<file path="config.mk">
export PLATFORM = sky130hd
export DESIGN_NAME = hcbp_ram
export DESIGN_NICKNAME = d
export VERILOG_FILES = /design/src/design/hcbp_ram.sv
export SDC_FILE = /design/constraint.sdc
export NUM_CORES = 1
export LEC_CHECK = 0
export BUFFER_PORTS_ARGS = -buffer_cell sky130_fd_sc_hd__buf_2
export CAP_MARGIN = 15
export CORE_MARGIN = 2
export CORE_UTILIZATION = 55
export CTS_BUF_LIST = sky130_fd_sc_hd__clkbuf_8
export DETAILED_ROUTE_END_ITERATION = 10
export PLACE_DENSITY = 0.7
export SLEW_MARGIN = 20
export SYNTH_ARGS = -nofsm -noshare
export SYNTH_HDL_FRONTEND = slang
export SYNTH_SLANG_ARGS = --single-unit
</file>
<file path="constraint.sdc">
create_clock -name clk -period 3.6 [get_ports clk]
set_input_delay 0.72 -clock clk [delete_from_list [all_inputs] [get_ports clk]]
set_output_delay 0.72 -clock clk [all_outputs]
set_load 0.01 [all_outputs]
</file>
<file path="src/design/hcbp_ram.sv">
// Generic single-port-write, single-port-read RAM with registered read.
// Standalone; no package needed.
module hcbp_ram #(
	parameter int WIDTH = 8,
	parameter int DEPTH = 16
) (
	input  logic                     clk,
	input  logic                     wr_en,
	input  logic [$clog2(DEPTH)-1:0] wr_addr,
	input  logic [WIDTH-1:0]         wr_data,
	input  logic                     rd_en,
	input  logic [$clog2(DEPTH)-1:0] rd_addr,
	output logic [WIDTH-1:0]         rd_data
);

	logic [WIDTH-1:0] mem_q [DEPTH];
	logic [WIDTH-1:0] rd_data_q;

	always_ff @(posedge clk) begin
		if (wr_en) begin
			mem_q[wr_addr] <= wr_data;
		end
		if (rd_en) begin
			rd_data_q <= mem_q[rd_addr];
		end
	end

	assign rd_data = rd_data_q;

endmodule

</file>
# Word-level counts from Yosys, hierarchy flattened
# Memories as Yosys holds them, arrays and structs flattened. A register that Yosys moved wholly into a read port is not among the register bits.
# Cells that the tools add are included.
# op_classes
n_mux,2
# ops
operator,count
two-way mux 1 bit,2
# word_totals
output_inout_bits,8
ramBits,128
mem_count,1
elab_cells,3
in_bits,19
reg_bits,0
# memory_table
memory,words,width,read_ports,rd_clocked_by_memory_dff,wr,line,rtl
mem_q,16,8,1,1,1,16,logic [WIDTH-1:0] mem_q [DEPTH];

# Logic depth before layout (Yosys ltp)
# logic_depth
ltp_word,2
depth_mapped,5
depth_no_buf,3

# Least setup slack after synthesis
# No wires, ideal clock.
# synth_timing
kind,in2reg
startpoint,input wr_addr[2]
endpoint,memory mem_q[0][0] (enable)
t_arrival_ns,1.830
setup_time_ns,0.383
setup_slack_ns,1.387
required_ns,3.217
stages,2
n_path_buf,0
cell_sequence,or3b_2 nor3_1
# synth_lines
item,line,rtl
start: declaration,9,"input logic [$clog2(DEPTH)-1:0] wr_addr,"
end: declaration,16,
# Straight into the memory's write port.

==> results.md <==
- Final nets: 289
- Clock network fraction of design power: 36.5%
- Post-Synth XOR/XNOR Area: 0%
- Total number of yosys warnings: 0
- Number of antenna repair diodes: 0
- Total internal power: 2.39 mW
- Buffers on Ports: 26
- Vias per Instance: 5.75
- Number of maximum-capacitance constraint violations: 0
- H-tree lvl count: 4
- CP delay by family, top: buffers and inverters
- Portion of the clock cycle consumed by the worst path in the final layout: 54.6%
- Remaining routing DRC violations: 0
- Largest driver fanout on the critical path: 32
- Largest net degree at the start of global routing: 33
- Number of hold-repair buffers added at the cts stage: 0
- Adder-cell share of the synthesized area: 0%
- Insertion delay to the later sink of the worst-skew pair: 0.41 ns
- Transition time at the pin with the least slew margin: 0.969 ns
- Switching fraction of total power: 21.9%
- Core region area: 9240 sq um
- Post-synthesis instance area: 5230 sq um
- Hold violation total from the final report: 0
- Reg-to-reg startpoint: mem_q[0][0]
- Root Buffer: sky130_fd_sc_hd__clkbuf_8
- Number of cells produced by synthesis: 229
- Result of the run: complete, no violations
- Tightest slew margin relative to the limit: 35.2%
- Hold WC Path Type: in2reg
- Total Die Area: 10,300 sq um
- Crit path from: rd_addr[1]
- Dominant combinational cell family by area after synthesis: multiplexers
- WP buf/inv: 1
- Unrepaired setup endpoints after global routing: false
- Starting Density: 56.6%
- Synth Area in Compound Gates: 2.30%
- Switching power: 0.670 mW
- Clock tree buffer depth: 2
- Signal arrival time at the worst endpoint: 2.12 ns
- Area Growth Syn to Fin: 11.7%
- 1st-iter DRT viols: 273
- Number of endpoints failing setup at the final stage: 0
- Period minus WS final: 1.97 ns
- First-pass GRT wire length: 13,700 um
- Static leakage power: 1.92 nW
- Worst-path clk slew: 0.08 ns
- Fraction of final layout cells with drive strength greater than 1: 29.0%
- WS Path Type: in2reg
- Hold Crit Start: rd_en
- Setup crit start kind: input port
- Number of antenna violations at the first check in global routing: 0
- Routed via count: 2,367
- Simple logic cell fraction of the synthesized area: 3.14%
- Grt ovf: 0
- Average instance area after synthesis: 22.8 sq um
- Critical-path cell with the highest stage delay: sky130_fd_sc_hd__buf_2
- Via count of the first global-routing pass: 2,422
- Layout Utilization: 63.2%
- Placement Rows: 35
- Nature of the critical path endpoint: flop
- Worst Path Required: 3.76 ns
- Number of buffers created by CTS: 17
- Number of nets with antenna violations after routing: 0
- Pre-CTS worst setup slack: 1.20 ns
- Total power density per cell area: 524 nW/um^2
- Unique cell type count in the Yosys netlist: 18
- Total iterations of the first detailed-routing run: 4
- Overall Power: 3.06 mW
- Wire per inst: 21.4 um
- Final weighted congestion of routability-driven global placement: 0.758
- Die outline height: 101 um
- Total routing usage reported by global routing: 19.2%
- Maximum cell stage delay along the critical path: 0.60 ns
- Clock tree from TritonCTS: built
- Multiplexer share of the synthesized area: 14.8%
- Sum of negative setup slack: 0 ns
- Setup slack after layout: 1.63 ns
- Synth Net Count: 248
- Skew final: 0.0116 ns
- Final HPWL DP: 5820 um
- Max frequency: 508 MHz
- Overall die width: 101 um
- Post_cts resized: 0
- Total wire length after detailed routing: 8810 um
- Max rail drop VDD: 0.296 mV
- Cell-by-cell trace of the critical path: buf_2 > mux4_1 > a22oi_1 > nand2_1
- Register area share after synthesis: 78.1%
- Relative contribution of sequential cells to total power: 58.5%
- Combinational fraction of design power: 5.0%
- Yosys reg bits: 136
- Count of pins over their slew limit: 0
- Num Clock Sinks: 136
- Number of setup buffers added after CTS: 0
- # IOs: 27
## final timing paths
| path | endpoint | slack (ns) | depth (start not counted) |
|---|---|---|---|
| max | rd_data[0] | 1.63 | 4 |
| min | rd_data[5] | 0.65 | 1 |
| min reg2reg | rd_data[4] | 0.76 | 3 |
| max reg2reg | rd_data[0] | 2.09 | 3 |
## power groups by stage
stage / clock (mW) / sequential, mW / combinational [mW]
after floorplan: 0 / 1.83 / 0.0900
after global routing: 1.19 / 1.79 / 0.170
after detailed placement: 0 / 1.83 / 0.156
after global placement: 0 / 1.82 / 0.153
after CTS: 1.14 / 1.79 / 0.156
final: 1.12 / 1.79 / 0.154
## worst reg2reg max path, cell delays in order, from the launching register on
cell and delay, ns:
sky130_fd_sc_hd__edfxtp_1 0.37, sky130_fd_sc_hd__mux4_1 0.52, sky130_fd_sc_hd__a22oi_1 0.27, sky130_fd_sc_hd__nand2_1 0.09
## cell usage after synthesis
library cell	number	area [sq um]
sky130_fd_sc_hd__nand2_1	9	33.8
sky130_fd_sc_hd__buf_2	3	15.0
sky130_fd_sc_hd__nor2b_1	1	6.26
sky130_fd_sc_hd__mux4_2	18	405
sky130_fd_sc_hd__edfxtp_1	136	4080
sky130_fd_sc_hd__nand3b_1	2	15.0
sky130_fd_sc_hd__clkdlybuf4s25_2	3	30.0
sky130_fd_sc_hd__nand3_1	1	5.00
sky130_fd_sc_hd__buf_4	1	7.51
sky130_fd_sc_hd__nor3_1	4	20.0
sky130_fd_sc_hd__mux4_1	14	368
sky130_fd_sc_hd__buf_6	3	33.8
sky130_fd_sc_hd__and2_1	1	6.26
sky130_fd_sc_hd__nor2_1	13	48.8
sky130_fd_sc_hd__or3b_2	1	8.76
sky130_fd_sc_hd__nand2b_1	2	12.5
sky130_fd_sc_hd__and2b_1	1	7.51
sky130_fd_sc_hd__a22oi_1	16	120
## state kept, by name, indices dropped and copies added (netlist names)
register  count
rd_data       8
mem_q       128
## area by class of cell
type,count,area (sq um)
multi-input combinational,83,1060
tap,129,161
sequential,136,4080
fill,618,3400
timing repair buffer,32,175
clock buffer,17,234
clock inverter,15,128
## routing by layer
metal / track usage (%) / share of wire (%) / vias up
met5: 0 / 0 / -
met4: 5.30 / 1.1 / 0
met3: 5.24 / 7.0 / 7
met2: 30.4 / 50 / 90
met1: 27.0 / 42 / 1208
li1: - / - / 1062
## cell families after synthesis
family          after synthesis
simple gates                 35
flops                       136
buf+inv                      10
compound gates               16
mux                          32
## metrics by stage
| step | hold WS [ns] | std cells | area [sq um] |
|---|---|---|---|
| 2_1_floorplan | 0.705 | 229 | 5230 |
| 3_3_place_gp | 0.721 | 380 | 5480 |
| 3_5_place_dp | 0.745 | 380 | 5480 |
| 4_1_cts | 0.637 | 412 | 5840 |
| 5_1_grt | 0.640 | 412 | 5840 |
| 6_report | 0.654 | 412 | 5840 |
## cells in the final DEF, fill, tap and decap left out
cell,count
sky130_fd_sc_hd__nand2_1,9
sky130_fd_sc_hd__and2b_1,1
sky130_fd_sc_hd__clkinvlp_4,4
sky130_fd_sc_hd__clkinv_4,1
sky130_fd_sc_hd__or3b_2,1
sky130_fd_sc_hd__nand3b_1,2
sky130_fd_sc_hd__mux4_1,14
sky130_fd_sc_hd__bufinv_16,1
sky130_fd_sc_hd__edfxtp_1,136
sky130_fd_sc_hd__nor2b_1,1
sky130_fd_sc_hd__nor2_1,13
sky130_fd_sc_hd__nor3_1,4
sky130_fd_sc_hd__clkinv_2,4
sky130_fd_sc_hd__a22oi_1,16
sky130_fd_sc_hd__and2_1,1
sky130_fd_sc_hd__clkinv_1,1
sky130_fd_sc_hd__buf_4,6
sky130_fd_sc_hd__nand2b_1,2
sky130_fd_sc_hd__inv_6,4
sky130_fd_sc_hd__mux4_2,18
sky130_fd_sc_hd__nand3_1,1
sky130_fd_sc_hd__clkbuf_8,17
sky130_fd_sc_hd__buf_2,26
No activity file was read; power rests on OpenSTA's default activity.
