**config.mk**
```make
export PLATFORM = sky130hd
export DESIGN_NAME = hcbp_shifter
export DESIGN_NICKNAME = d
export VERILOG_FILES = /design/src/design/hcbp_pkg.sv /design/src/design/hcbp_shifter.sv
export SDC_FILE = /design/constraint.sdc
export NUM_CORES = 1
export LEC_CHECK = 0
export BUFFER_PORTS_ARGS = -buffer_cell sky130_fd_sc_hd__buf_2
export CORE_UTILIZATION = 50
export CTS_BUF_LIST = sky130_fd_sc_hd__clkbuf_8
export CTS_CLUSTER_SIZE = 40
export DETAILED_ROUTE_END_ITERATION = 8
export PLACE_DENSITY = 0.71
export SYNTH_ARGS = -nofsm -noshare
export SYNTH_HDL_FRONTEND = slang
export SYNTH_SLANG_ARGS = --single-unit
```
**constraint.sdc**
```tcl
create_clock -name clk -period 2.61 [get_ports clk]
set_input_delay 0.1305 -clock clk [delete_from_list [all_inputs] [get_ports clk]]
set_output_delay 0.1305 -clock clk [all_outputs]
set_load 0.01 [all_outputs]
```
**src/design/hcbp_pkg.sv**
```systemverilog
// Shared types and constants for the Huffman code bit packer.
// No dependencies; imported by every module of the block except hcbp_ram.
package hcbp_pkg;

	localparam int CODE_W = 32;
	localparam int LEN_W  = 6;
	localparam int SYM_W  = 7;
	localparam int OP_W   = 2;
	localparam int BYTE_W = 8;

	typedef enum logic [OP_W-1:0] {
		OP_LOAD   = 2'd0,
		OP_ENCODE = 2'd1,
		OP_END    = 2'd2
	} op_t;

	typedef enum logic [1:0] {
		ST_IDLE,
		ST_READ,
		ST_SHIFT,
		ST_FLUSH
	} state_t;

	// shifter -> control
	typedef struct packed {
		logic             valid;
		logic             data;
		logic [LEN_W-1:0] rem;   // bits left after the current one
	} shf_status_t;

	// control -> packer
	typedef struct packed {
		logic valid;
		logic data;
		logic last;
		logic stream_end;
	} pk_bit_t;

	// packer -> control
	typedef struct packed {
		logic ready;
		logic empty;      // no bits held
		logic last_slot;  // next bit completes a byte
	} pk_status_t;

endpackage

```
**src/design/hcbp_shifter.sv**
```systemverilog
// Code word shift register: left-aligns a code on load, then gives one bit
// per cycle while take is high, most significant first. Depends on hcbp_pkg.
module hcbp_shifter
	import hcbp_pkg::*;
(
	input  logic              clk,
	input  logic              arst_n,
	input  logic              load,
	input  logic [CODE_W-1:0] load_code,
	input  logic [LEN_W-1:0]  load_len,
	input  logic              take,
	output shf_status_t       status
);

	logic [CODE_W-1:0] code_q;
	logic [LEN_W-1:0]  cnt_q;
	logic [LEN_W-1:0]  shamt;

	// length never exceeds CODE_W, so the amount fits
	assign shamt = LEN_W'(CODE_W) - load_len;

	always_ff @(posedge clk or negedge arst_n) begin
		if (!arst_n) begin
			cnt_q <= '0;
		end else if (load) begin
			cnt_q <= load_len;
		end else if (take && (cnt_q != '0)) begin
			cnt_q <= cnt_q - LEN_W'(1);
		end
	end

	always_ff @(posedge clk) begin
		if (load) begin
			code_q <= load_code << shamt;
		end else if (take) begin
			code_q <= {code_q[CODE_W-2:0], 1'b0};
		end
	end

	always_comb begin
		status.valid = (cnt_q != '0);
		status.data  = code_q[CODE_W-1];
		status.rem   = cnt_q - LEN_W'(1);
	end

endmodule

```
Word-level counts from Yosys, hierarchy flattened
Cells that the tools add are included.

operators by class
  add/sub/neg operators = 2
  shift-type cells = 1
  multiplexer cells = 4
  reduce and logical (&&, ||, !) cells = 4

operators with widths
  cell                                              count
  two-way mux 32 bit                                2
  left shift 32 x 6 -> 32 bit                       1
  two-way mux 6 bit                                 2
  nonzero test 6 bit                                1
  subtractor 6 x 1 -> 6 bit, second input constant  1
  subtractor 6 bit, first input constant            1
  nonzero test 2 bit                                2
  logical AND 1 bit                                 1

word-level totals
  flip-flop bits (word level) = 38
  bits of input ports = 42
  output and inout port bits = 8
  word-level logic and storage cells = 13

Longest topological paths before layout
  depth in word-level cells = 4
  depth in mapped cells = 12
  mapped depth without buffers = 7

Worst setup path before layout
Ideal clock, no wire load.

  kind = input-to-reg
  from = input port load_len[0]
  to = register code_q[22] (data pin)
  setup time = 274 ps
  arrival = 2,366 ps
  required time = 2,336 ps
  slack = -30 ps
  cell stages on the path = 12
  buffers on the path = 5
  cell sequence = buf_4 -> inv_1 -> buf_2 -> ha_1 -> buf_2 -> buf_2 -> buf_2 -> mux4_2 -> nand2_1 -> o21ai_0 -> o211ai_1 -> o221ai_1

between the ends
  word-level cells in the longest chain between the ends = 3

RTL lines
  what                         line                RTL
  from (decl)                  hcbp_shifter.sv:10  input logic [LEN_W-1:0] load_len,
  subtractor 6 bit             hcbp_shifter.sv:20  assign shamt = LEN_W'(CODE_W) - load_len;
  left shift 32 x 6 -> 32 bit  hcbp_shifter.sv:34  code_q <= load_code << shamt;
  two-way mux 32 bit           hcbp_shifter.sv:33  if (load) begin
  to (signal assigned)         hcbp_shifter.sv:34
  to (signal assigned)         hcbp_shifter.sv:36  code_q <= {code_q[CODE_W-2:0], 1'b0};
  to (decl)                    hcbp_shifter.sv:15  logic [CODE_W-1:0] code_q;

Every way passes these cells.
A chain may end at the register's enable or synchronous reset.

Final worst setup path
  from = input port load_len[1]
  to = register code_q[19] (data pin)

Same word-level chain as after synthesis.

==> summary.txt <==
Floorplan
  • Core area: 6459 um^2
  • # rows: 29
  • Die extent in x: around 84 um
  • Initial Util: 52.56%
  • DIE AREA: ~7000 um^2
  • Total I/O pin count: 50
  • Die Y-Extent: ~84 um

Yosys
  • Seq/Total Area, Yosys: between 30 and 40%
  • Top cell type by total area after synthesis: edfxtp_1
  • #FFs+latches synth: 38
  • Cells after Synth: 324
  • Post-synth EDFFs: 32
  • Post-Syn Area per Cell: 10.48 um^2
  • Mapped Nets: 368
  • Area contributors post-synth: edfxtp_1 (28%), mux4_2 (15%), mux2i_1 (7.1%), nand2_1 (5.0%), dfrtp_1 (4.4%)
  • Yosys top cell area share: 28.31%
  • Synth Cell Area: 3395 um^2
  • Synth Warn #: 0
  • Synth top cells by count: nand2_1 (45), edfxtp_1 (32), mux2i_1 (24)
  • Synth cell types: 50
  • Top-count cell post-synth: nand2_1
  • Ys async rst share: 15.79%
  • Primary FF master, synth: edfxtp_1

Clock network
  • Postcts setup bufs: 0
  • Post-cts resize count: 0
  • Inserted Clock Buffers: 5
  • Clock slew at reported path FFs: 0.09 ns
  • CTS tree: built
  • Root Buffer: clkbuf_8
  • Clk_lat worst skew: between 0.2 and 0.3 ns
  • Hold-fix buffers, CTS: 1
  • # clock sinks: 38
  • CTS max path bufs: 2
  • CTS HTree Levels: 2

GRT
  • First-pass GRT wire length: 13,470 um
  • GR Layer Usage met2: around 38%
  • Initial antenna violation count: 0
  • Largest net degree at the start of global routing: 39
  • Total gr overflow: 0
  • Gr usage total: 24.27%
  • Vias in the first global route: 2,623
  • Met3 Use GR: approximately 3.4%
  • Most used routing layer: met2
  • Grt met1 use: 35.83%

Drt
  • Post-route DRC: 4
  • Vias post-DR: about 2.8k
  • Mean routed wirelength per cell: 18.20 um
  • DRT iter0 DRCs: approximately 180
  • Pre-antenna DRT Iters: 7
  • Post-DR vias/cell: 6.281
  • Final wirelength: 8172 um
  • Final ANT Viol Nets: 0

STA
  • Final Hold Fails: 0
  • Final Max Tran Viols: 0
  • TNS Setup: 0 ns
  • Worst relative slew slack: 47.97%
  • Min Tclk post-route: 2.097 ns
  • Clk_skew: 0.01443 ns
  • Setup violators final: 0
  • Max Clk Rate: 0.4769 GHz
  • Worst-Margin Slew: 0.7805 ns
  • Final period util: roughly 80%
  • RSZ-0062 raised after global routing: no

Finish
  • Area grow syn2layout: 13.05%
  • ANT cells: 0
  • Nets: between 400 and 500
  • Share of layout cells above drive strength 1: 31.72%

Hold path
  • Hold Crit Endpoint: cnt_q[1]
  • Hold Path Depth: 3
  • HP Class: input port to flip-flop
  • Worst hold path startpoint: load_len[1]

Setup path
  • FF-to-FF Start: cnt_q[0]
  • Worst R2R End: cnt_q[4]
  • Flop2flop setup slack: roughly 0.52 ns
  • Critical Path End Type: flip-flop
  • Worst Path Arrival: 2.13 ns
  • Crit path max fanout: 38
  • CP Launch Type: input port
  • Worst r2r path cells: 7
  • Critical setup path kind: input port to flip-flop
  • CP required: 2.65 ns

Placed design
  • Placer congestion estimate: 0.8871
  • Post-DP HPWL: 6163 um
  • PortBufs: 49

Flow run
  • MaxCap Viol Count: 0

Status
  • Status: complete, but fails checks
  • Failing checks: DRC

Power
  • Cell Pwr Density: 492.9 nW/um^2
  • VDD IR max: around 0.21 mV
  • Power Total: around 1.9 mW
  • P_leak: 1.527 nW
[how the worst max path moves through the flow]
stage	startpoint	endpoint	slack [ns]	depth (start not counted)
final	load_len[1]	code_q[19]	0.51	8
after global routing	cnt_q[0]	cnt_q[4]	0.39	7
after CTS	cnt_q[0]	cnt_q[4]	0.51	7
after detailed placement	load_len[1]	code_q[19]	0.22	8
after global placement	load_len[1]	code_q[19]	0.23	8
after floorplan	load_len[0]	code_q[22]	0.03	12
[cell families after synthesis]
family | share of synthesized area, %
AOI/OAI and AO/OA | 15.59
muxes | 27.61
adders and majority gates | 0.7371
buffers and inverters | 6.082
and+or+nand+nor | 13.45
DFF | 32.73
xor gates and xnor gates | 3.797
[report_power, final]
group          leakage (nW)  switching (mW)  internal [mW]  total (mW)
registers             0.421          0.0321          0.749       0.781
logic                  1.06           0.389          0.316       0.704
clock network        0.0416           0.223          0.183       0.406
total                  1.53           0.644           1.25        1.89
[registers in the layout, summed over array words and instances, names as in the netlist]
signal  cells
cnt_q       6
code_q     32
[critical path: stages]
cell	delay (ns)
buf_2	0.11
inv_1	0.05
ha_1	0.31
buf_12	0.23
mux2_2	0.38
mux4_2	0.50
o211ai_1	0.26
o221ai_1	0.16
[final cells by class]
class / instances / area (um^2)
clock buffers: 5 / 68.82
fillers: 557 / 2621
inverters: 22 / 82.58
clock inverters: 3 / 16.27
repair buffers: 63 / 377.9
multi-input cells: 241 / 2085
well taps: 77 / 96.34
flip-flops and latches: 38 / 1111
[cell usage in the layout, fill, tap and decap left out, types with 3 or more instances in the layout]
cell,Yosys,final
a32o_1,3,3
buf_2,9,49
buf_4,5,11
clkbuf_8,0,5
dfrtp_1,6,6
edfxtp_1,32,32
inv_1,21,21
mux2_2,12,12
mux2i_1,24,24
mux4_2,22,22
nand2_1,45,45
nand3_1,12,12
nor2_1,14,14
nor2b_1,3,3
nor3_1,7,7
o211ai_1,14,14
o21ai_0,17,17
o221ai_1,11,11
o2bb2ai_1,11,11
or2_2,3,3
xnor2_1,6,6
xor2_1,5,4
[per-layer routing]
metal	up-vias	part of all wire (%)
met5	-	0
met4	0	1.3
met3	8	5.8
met2	101	46
met1	1370	47
li1	1341	-
[stage by stage]
step                      setup WS, ns  utilization [%]  hold slack (ns)  std cells  instance area, um^2
after floorplan                0.03010                -          -0.1651        324                 3397
after global placement          0.2314            57.94         -0.03768        440                 3742
after detailed placement        0.2162            57.94         -0.03414        440                 3742
after CTS                       0.5105            59.41           0.1018        449                 3837
after global routing            0.3942            59.41           0.1181        449                 3837
final                           0.5133            59.41           0.1005        449                 3837
No activity file was read; power rests on OpenSTA's default activity.
