[src/design/hcbp_pkg.sv]
// Shared types and constants for the Huffman code bit packer.
// No dependencies; imported by every module of the block except hcbp_ram.
package hcbp_pkg;

	localparam int CODE_W = 32;
	localparam int LEN_W  = 6;
	localparam int SYM_W  = 7;
	localparam int OP_W   = 2;
	localparam int BYTE_W = 8;

	typedef enum logic [OP_W-1:0] {
		OP_LOAD   = 2'd0,
		OP_ENCODE = 2'd1,
		OP_END    = 2'd2
	} op_t;

	typedef enum logic [1:0] {
		ST_IDLE,
		ST_READ,
		ST_SHIFT,
		ST_FLUSH
	} state_t;

	// shifter -> control
	typedef struct packed {
		logic             valid;
		logic             data;
		logic [LEN_W-1:0] rem;   // bits left after the current one
	} shf_status_t;

	// control -> packer
	typedef struct packed {
		logic valid;
		logic data;
		logic last;
		logic stream_end;
	} pk_bit_t;

	// packer -> control
	typedef struct packed {
		logic ready;
		logic empty;      // no bits held
		logic last_slot;  // next bit completes a byte
	} pk_status_t;

endpackage

[src/design/hcbp_packer.sv]
// Byte accumulator: takes one bit a cycle, stalling a word's eighth bit while the
// output register is held, and emits a word into it once eight bits are in. Depends on hcbp_pkg.
module hcbp_packer
	import hcbp_pkg::*;
(
	input  logic              clk,
	input  logic              arst_n,
	input  pk_bit_t           bit_in,
	output pk_status_t        status,
	output logic              out_valid,
	input  logic              out_ready,
	output logic [BYTE_W-1:0] out_byte,
	output logic              out_last,
	output logic              out_stream_end
);

	logic [BYTE_W-2:0] acc_q;
	logic [2:0]        pend_q;
	logic              out_valid_q;
	logic [BYTE_W-1:0] out_byte_q;
	logic              out_last_q;
	logic              out_se_q;
	logic              completes;
	logic              out_free;
	logic              take;

	assign completes = (pend_q == 3'd7);
	assign out_free  = !out_valid_q || out_ready;
	assign take      = bit_in.valid && (!completes || out_free);

	always_ff @(posedge clk or negedge arst_n) begin
		if (!arst_n) begin
			acc_q       <= '0;
			pend_q      <= '0;
			out_valid_q <= 1'b0;
		end else begin
			if (take) begin
				acc_q  <= {acc_q[BYTE_W-3:0], bit_in.data};
				pend_q <= pend_q + 3'd1;
			end
			if (take && completes) begin
				out_valid_q <= 1'b1;
			end else if (out_ready) begin
				out_valid_q <= 1'b0;
			end
		end
	end

	always_ff @(posedge clk) begin
		if (take && completes) begin
			out_byte_q <= {acc_q, bit_in.data};
			out_last_q <= bit_in.last;
			out_se_q   <= bit_in.stream_end;
		end
	end

	always_comb begin
		status.ready     = !completes || out_free;
		status.empty     = (pend_q == 3'd0);
		status.last_slot = completes;
	end

	assign out_valid      = out_valid_q;
	assign out_byte       = out_byte_q;
	assign out_last       = out_last_q;
	assign out_stream_end = out_se_q;

endmodule

[config.mk]
export PLATFORM = sky130hd
export DESIGN_NAME = hcbp_packer
export DESIGN_NICKNAME = d
export VERILOG_FILES = /design/src/design/hcbp_pkg.sv /design/src/design/hcbp_packer.sv
export SDC_FILE = /design/constraint.sdc
export NUM_CORES = 1
export LEC_CHECK = 0
export ABC_AREA = 0
export BUFFER_PORTS_ARGS = -buffer_cell sky130_fd_sc_hd__buf_2
export CAP_MARGIN = 20
export CORE_UTILIZATION = 55
export CTS_CLUSTER_SIZE = 20
export DETAILED_ROUTE_END_ITERATION = 10
export MAX_ROUTING_LAYER = met4
export PLACE_DENSITY_LB_ADDON = 0.3
export SYNTH_ARGS = -nofsm -noshare
export SYNTH_HDL_FRONTEND = slang
export SYNTH_SLANG_ARGS = --single-unit
[constraint.sdc]
create_clock -name clk -period 4.8 [get_ports clk]
set_clock_uncertainty 0.1 [all_clocks]
set_input_delay 0.48 -clock clk [delete_from_list [all_inputs] [get_ports clk]]
set_output_delay 0.48 -clock clk [all_outputs]
set_load 0.05 [all_outputs]
==> Yosys cells after proc, flatten, opt, wreduce, memory -nomap -nowiden <==
Index checks and enable logic that the tools add are counted.
{ "word_totals": {"regBits": 21, "latchBits": 0, "ram_bits": 0, "mem_bits_ro": 0, "inputBits": 7, "out_inout_bits": 14, "elab_cells": 18, "mem_count": 0} }
{ "op_classes": {"addsub": 1, "multipliers": 0, "div_mod_pow": 0, "n_lt_le_gt_ge": 0, "n_eq_ne": 1, "shift": 0, "muxes": 2, "n_bitwise": 0, "reduce_logical": 8} }
{ "op_table": {"columns": ["op", "n"], "rows": [
  ["adder 3 x 1 -> 3 bit (second input constant)", 1],
  ["equality test 3 bit (second input constant)", 1],
  ["zero test 3 bit", 1],
  ["logical AND 1 bit", 2],
  ["zero test 1 bit", 2],
  ["logical OR 1 bit", 2],
  ["two-way mux 1 bit", 2],
  ["nonzero test 2 bit", 1]
]} }

==> Depth between registers and ports, before layout <==
Gate-level depths: netlist of run 1.
{ "logic_depth": {"depth_word": 6, "depth_mapped": 5, "ltp_nobuf": 4} }

==> Worst setup path after synthesis of run 1 <==
OpenSTA, ideal clock, no wires.
{ "synth_path": {"kind": "reg2out", "startpoint": "register pend_q[0]", "endpoint": "output status[2] (netlist name)", "t_arrival_ns": 1.445, "t_required_ns": 4.220, "slack_ns": 2.775, "path_stages_with_launch": 6, "path_buffers": 1, "cell_sequence": "dfrtp_1 -> ha_1 -> ha_1 -> and3b_1 -> buf_6 -> inv_1"} }
{ "synth_lines": {"columns": ["element", "line_no", "rtl"], "rows": [
  ["from (decl)", "hcbp_packer.sv:18", "logic [2:0] pend_q;"],
  ["from (signal assigned)", "hcbp_packer.sv:39", "pend_q <= pend_q + 3'd1;"],
  ["to (decl)", "hcbp_packer.sv:9", "output pk_status_t status,"]
]} }

==> results of run 1 <==
-- worst paths after layout --
| kind | to | depth (start not counted) | slack [ns] | start |
|---|---|---|---|---|
| max in group asynchronous | acc_q[4] | 2 | 3.91 | arst_n |
| setup / recovery | status[2] | 5 | 2.05 | pend_q[0] |
| hold / removal | out_last | 1 | 0.25 | bit_in[1] |
| min in group asynchronous | acc_q[1] | 2 | 0.48 | arst_n |
| hold reg to reg | out_byte[7] | 0 | 0.41 | acc_q[6] |
| setup reg to reg | out_stream_end | 4 | 2.62 | pend_q[0] |
-- cell usage after synthesis, types with 3 or more instances --
master / n
o211ai_2: 9
nand2_1: 10
nand4b_1: 10
ha_1: 3
inv_1: 3
dfrtp_1: 11
nand2b_1: 12
buf_2: 5
edfxtp_1: 10
-- per-layer routing --
metal	global-route usage [%]	wire [um]
met2	29.0	772
met3	4.80	55
met5	-	0
met1	23.1	764
met4	7.27	29
-- where the power goes --
group	total (mW)	internal, mW	switching, mW	leakage, nW
logic	0.110	0.0369	0.0729	0.255
registers	0.238	0.214	0.0237	0.232
clock network	0.0816	0.0323	0.0493	0.0150
total	0.430	0.284	0.146	0.502
-- layout make-up --
cell class / count / area, um2 / area share (%)
timing repair buffer: 21 / 110 / 9.66
multi-input combinational: 49 / 385 / 33.8
clock buffer: 4 / 26.3 / 2.31
inverter: 3 / 11.3 / 0.988
sequential: 21 / 576 / 50.5
tap: 25 / 31.3 / 2.74
-- registers in the layout, summed over array words and instances (netlist names) --
name and cells:
out_last 1, pend_q 3, out_byte 8, acc_q 7
out_stream_end 1, out_valid 1
-- kinds of logic after synthesis --
kind of cell	count (synthesis)
buffers and inverters	10
AND/OR/NAND/NOR	36
flip-flops	21
AO/OA/AOI/OAI	10
adder cells (fa/ha/maj)	3
-- metrics by stage --
step | hold slack [ns] | cells | util [%]
after CTS | 0.246 | 123 | 66.0
after global placement | 0.260 | 118 | 63.9
final | 0.248 | 123 | 66.0
after global routing | 0.235 | 123 | 66.0
after floorplan | 0.0844 | 80 | -
after detailed placement | 0.269 | 118 | 63.9
-- worst max-delay path, cell delays in order (launching register included) --
cell	delay [ns]
dfrtp_1	0.43
ha_1	0.17
ha_1	0.39
and3b_1	0.59
inv_1	0.07
buf_2	0.22
==> flow_summary.yaml, run 1 <==
status:
  status: "finished clean"
clocking:
  cts_buffers: 3
  cts.repair.resized: 0
  clk_pin_slew_worst_paths_ns: 0.11
  clock_sinks: 21
  post_cts_buffers: 0
  cts_htree_levels: 1
  cts_tree: "done"
  cts_hold_buf: 1
  clock_path_buffers: 2
  root_buffer: "clkbuf_4"
  clkLatencyLatePin_ns: 0.30
floorplanning:
  die_h_um: 45.0
  die_w_um: 45.0
  initial_core_util_pct: 58.8
  rows: 15
  core_um2: 1730
  pin_count: 21
  die_area_um2: 2020
finish:
  finish.net_count: 109
  areaGrowthSynthToFinish_pct: 12.2
  final_common_cell: "buf_2"
  final_cell_mix: "buf_2, nand2b_1, dfrtp_1"
  final_cell_area_um2: 1140
  fill_cells: 145
  diodes: 0
  drive_above_1_share_pct: 33.7
synth:
  synth.distinct_cells: 16
  yosysSeqAreaShare_pct: 56.7
  synth_area_leaders: "edfxtp_1, dfrtp_1, o211ai_2"
  syn-cell-area_um2: 1020
  synthAdderAreaFrac_pct: 3.69
  synth_top_cell_by_area: "edfxtp_1"
  ys_ff_latch: 21
  synth-edff-count: 10
  synth_simple_gate_area_share_pct: 22.4
  synth_top_flop_cell: "dfrtp_1"
  yosys.area.top_type_share_pct: 29.6
  avgSynthCellArea_um2: 12.7
  synth_mux_area_share_pct: 0
  syn-num-nets: 90
  synth_top_family_by_area: "simple AND/OR/NAND/NOR gates"
  synth-async-reset-ratio_pct: 52.4
  synth_xor_area_share_pct: 0
  synth-compound-area-share_pct: 11.8
  ys_warn_count: 0
  synthCells: 80
sta:
  setup_violations: 0
  fin_crit_sh_pct: 57.4
  setup_tns_ns: 0
  tightest_slew_ns: 0.760
  drv_slew: 0
  timing.final.ws_setup_ns: 2.05
  fmax_ghz: 0.363
  rsz0062_at_grt: "false"
  post-route-min-period_ns: 2.75
  hold_violations: 0
  relSlewSlack_pct: 49.1
placement:
  place.gp.congestion: 0.733
  place_hpwl_um: 1130
  portBuffers: 20
  place_ws_ns: 2.37
  post_dp_cell_area_um2: 1100
pwr:
  max-vdd-ir-drop_mv: 0.222
  report.power.total_uw: 430
  power_density_nw_per_um2: 377
  p_leak_nw: 0.502
routing:
  route.detailed.drc: 0
  routed_via_density: 5.44
  ant_nets: 0
  routed_wl_um: 1620
  drt_iter0_drc: 8
  num_vias: 669
  wl_per_cell_um: 13.2
  first_pass_iters: 4
global_routing:
  grt_start_max_net_pins: 22
  grt_pass1_wl_um: 2560
  antenna_found_initial: 0
  overflow: 0
  grt_usage_pct: 18.6
  first_global_vias: 575
worst_setup_path:
  worstPathArrival_ns: 2.17
  end_kind: "output pin"
  critPathKind: "flip-flop to output pin"
  crit_fanout: 13
  cp.required_ns: 4.22
  startpoint_type: "flip-flop"
min_path:
  hp-class: "primary input to flip-flop"
job:
  drv_cap: 0
Note: power is estimated with default switching activity, not from simulation.
==> run 2, diff against run 1 <==
Settings changed: CORE_UTILIZATION 55 to 52.
Clock period 4.8 ns to 2.86 ns, I/O delays scaled along.
==> run 2 against run 1 <==
Compared with the run above: sequential power is 68% higher; largest power group unchanged; critical path depth is the same; sequential cell count is the same; total power increased by 68%; hold slack got worse by 0.19 ns; wire length grew 1.6%; largest cell class unchanged; first-iteration DRC count is 50% lower; worst setup slack lost 1.8 ns; combinational power is 68% higher; die area up 5.5%.
==> flow_summary.yaml, run 2 (same netlist as run 1, synthesis figures left out) <==
worst_setup_path:
  slowest_delay_ns: 0.60
  worstPathArrival_ns: 2.21
  cp_cell_sequence: "ha_1, ha_1, and3b_1, inv_1, buf_2"
  r2r_slack_ns: 0.64
  end_kind: "output pin"
  startpoint_type: "flip-flop"
  cp.required_ns: 2.47
  critPathKind: "flip-flop to output pin"
  crit_fanout: 13
  cpMostUsedCell: "ha_1"
  cp_slowest_cell: "and3b_1"
routing:
  routed_wl_um: 1650
  drt_iter0_drc: 4
  routed_via_density: 5.35
  first_pass_iters: 4
  m1WireLength_um: 770
  routed.top_layer: "met4"
  wl_met2_um: 780
  route.detailed.drc: 0
  num_vias: 658
  ant_nets: 0
  route.met3.wl_um: 60
  wl_per_cell_um: 13.4
clocking:
  cts.repair.resized: 0
  clk_pin_slew_worst_paths_ns: 0.11
  clkLatencyLatePin_ns: 0.30
  cts_tree: "done"
  root_buffer: "clkbuf_4"
  clock_path_buffers: 2
  clock_sinks: 21
  cts_htree_levels: 1
  cts_buffers: 3
  post_cts_buffers: 0
pwr:
  power_density_nw_per_um2: 635
  combPwrFrac_pct: 25.6
  p_int_uw: 476
  clkPwrFrac_pct: 18.9
  swShare_pct: 34.2
  pwr-share-seq_pct: 55.5
  p_sw_uw: 248
  max-vdd-ir-drop_mv: 0.405
  p_leak_nw: 0.502
finish:
  final_common_cell: "buf_2"
  final_cell_area_um2: 1140
  drive_above_1_share_pct: 33.7
  final_cell_mix: "buf_2, nand2b_1, dfrtp_1"
  multi_input_area_um2: 385
  areaGrowthSynthToFinish_pct: 12.2
  regArea_um2: 576
  finish.net_count: 109
  largest_register_ffs: 8
  fin_cells: 123
  diodes: 0
  fill_cells: 148
sta:
  drv_slew: 0
  setup_tns_ns: 0
  fmax_ghz: 0.385
  hold_ws_ns: 0.0584
  setup_violations: 0
  timing.final.ws_setup_ns: 0.260
  fin_crit_sh_pct: 90.9
  post-route-min-period_ns: 2.60
  tightest_slew_ns: 0.782
  hold_violations: 0
  relSlewSlack_pct: 47.7
  rsz0062_at_grt: "false"
floorplanning:
  die_w_um: 46.2
  initial_core_util_pct: 57.0
  rows: 15
  die_h_um: 46.2
  core_um2: 1780
  pin_count: 21
  die_area_um2: 2130
min_path:
  hp-class: "primary input to flip-flop"
placement:
  place.gp.congestion: 0.743
  post_dp_cell_area_um2: 1100
  portBuffers: 20
  place_ws_ns: 0.620
  placed_cells: 118
  place_hpwl_um: 1100
global_routing:
  overflow: 0
  grt_pass1_wl_um: 2620
  grt_start_max_net_pins: 22
  first_global_vias: 596
  antenna_found_initial: 0
  grt_usage_pct: 18.8
status:
  status: "finished clean"
job:
  drv_cap: 0
run 2: worst paths after layout:
path                                 from             end  depth (start not counted)
min in group asynchronous          arst_n       pend_q[0]                          2
worst min register to register   acc_q[6]     out_byte[7]                          0
worst max-delay path            pend_q[0]       status[2]                          5
worst min-delay path            bit_in[0]  out_stream_end                          1
worst max register to register  pend_q[0]     out_byte[1]                          4
max in group asynchronous          arst_n       pend_q[1]                          2
run 2: timing repair:
item,CTS,global route
hold buffers,1,0
setup endpoints to repair,0,0
endpoints found under the hold margin,11,0
run 2: area by class of cell:
type | count | area share [%]
Multi-Input combinational cell | 49 | 33.8
Tap cell | 25 | 2.74
Sequential cell | 21 | 50.5
Inverter | 3 | 0.988
Clock buffer | 4 | 2.31
Timing Repair Buffer | 21 | 9.66
run 2: critical path: cells and delay by family, from the launching register on:
kind | cells | cell delay [ns]
buffers and inverters | 2 | 0.29
DFF | 1 | 0.42
adders and majority gates | 2 | 0.60
and+or+nand+nor | 1 | 0.60
run 2: power by group through the flow:
stage          sequential [mW]  clock, mW  combinational [mW]
6_report                 0.401      0.137               0.185
5_1_grt                  0.407      0.151               0.201
4_1_cts                  0.400      0.144               0.187
3_5_place_dp             0.408          0               0.184
3_3_place_gp             0.404          0               0.182
2_1_floorplan            0.424          0               0.125
run 2: per-stage QoR:
step	total power, mW	util, %
global placement	0.586	61.9
floorplan	0.550	-
global route	0.759	63.9
CTS	0.731	63.9
finish	0.724	63.9
detailed placement	0.592	61.9
run 2: routing by layer:
metal / up-vias / track usage (%)
li1: 319 / -
met1: 319 / 22.7
met2: 16 / 28.5
met3: 4 / 3.53
met4: 0 / 12.4
met5: - / -
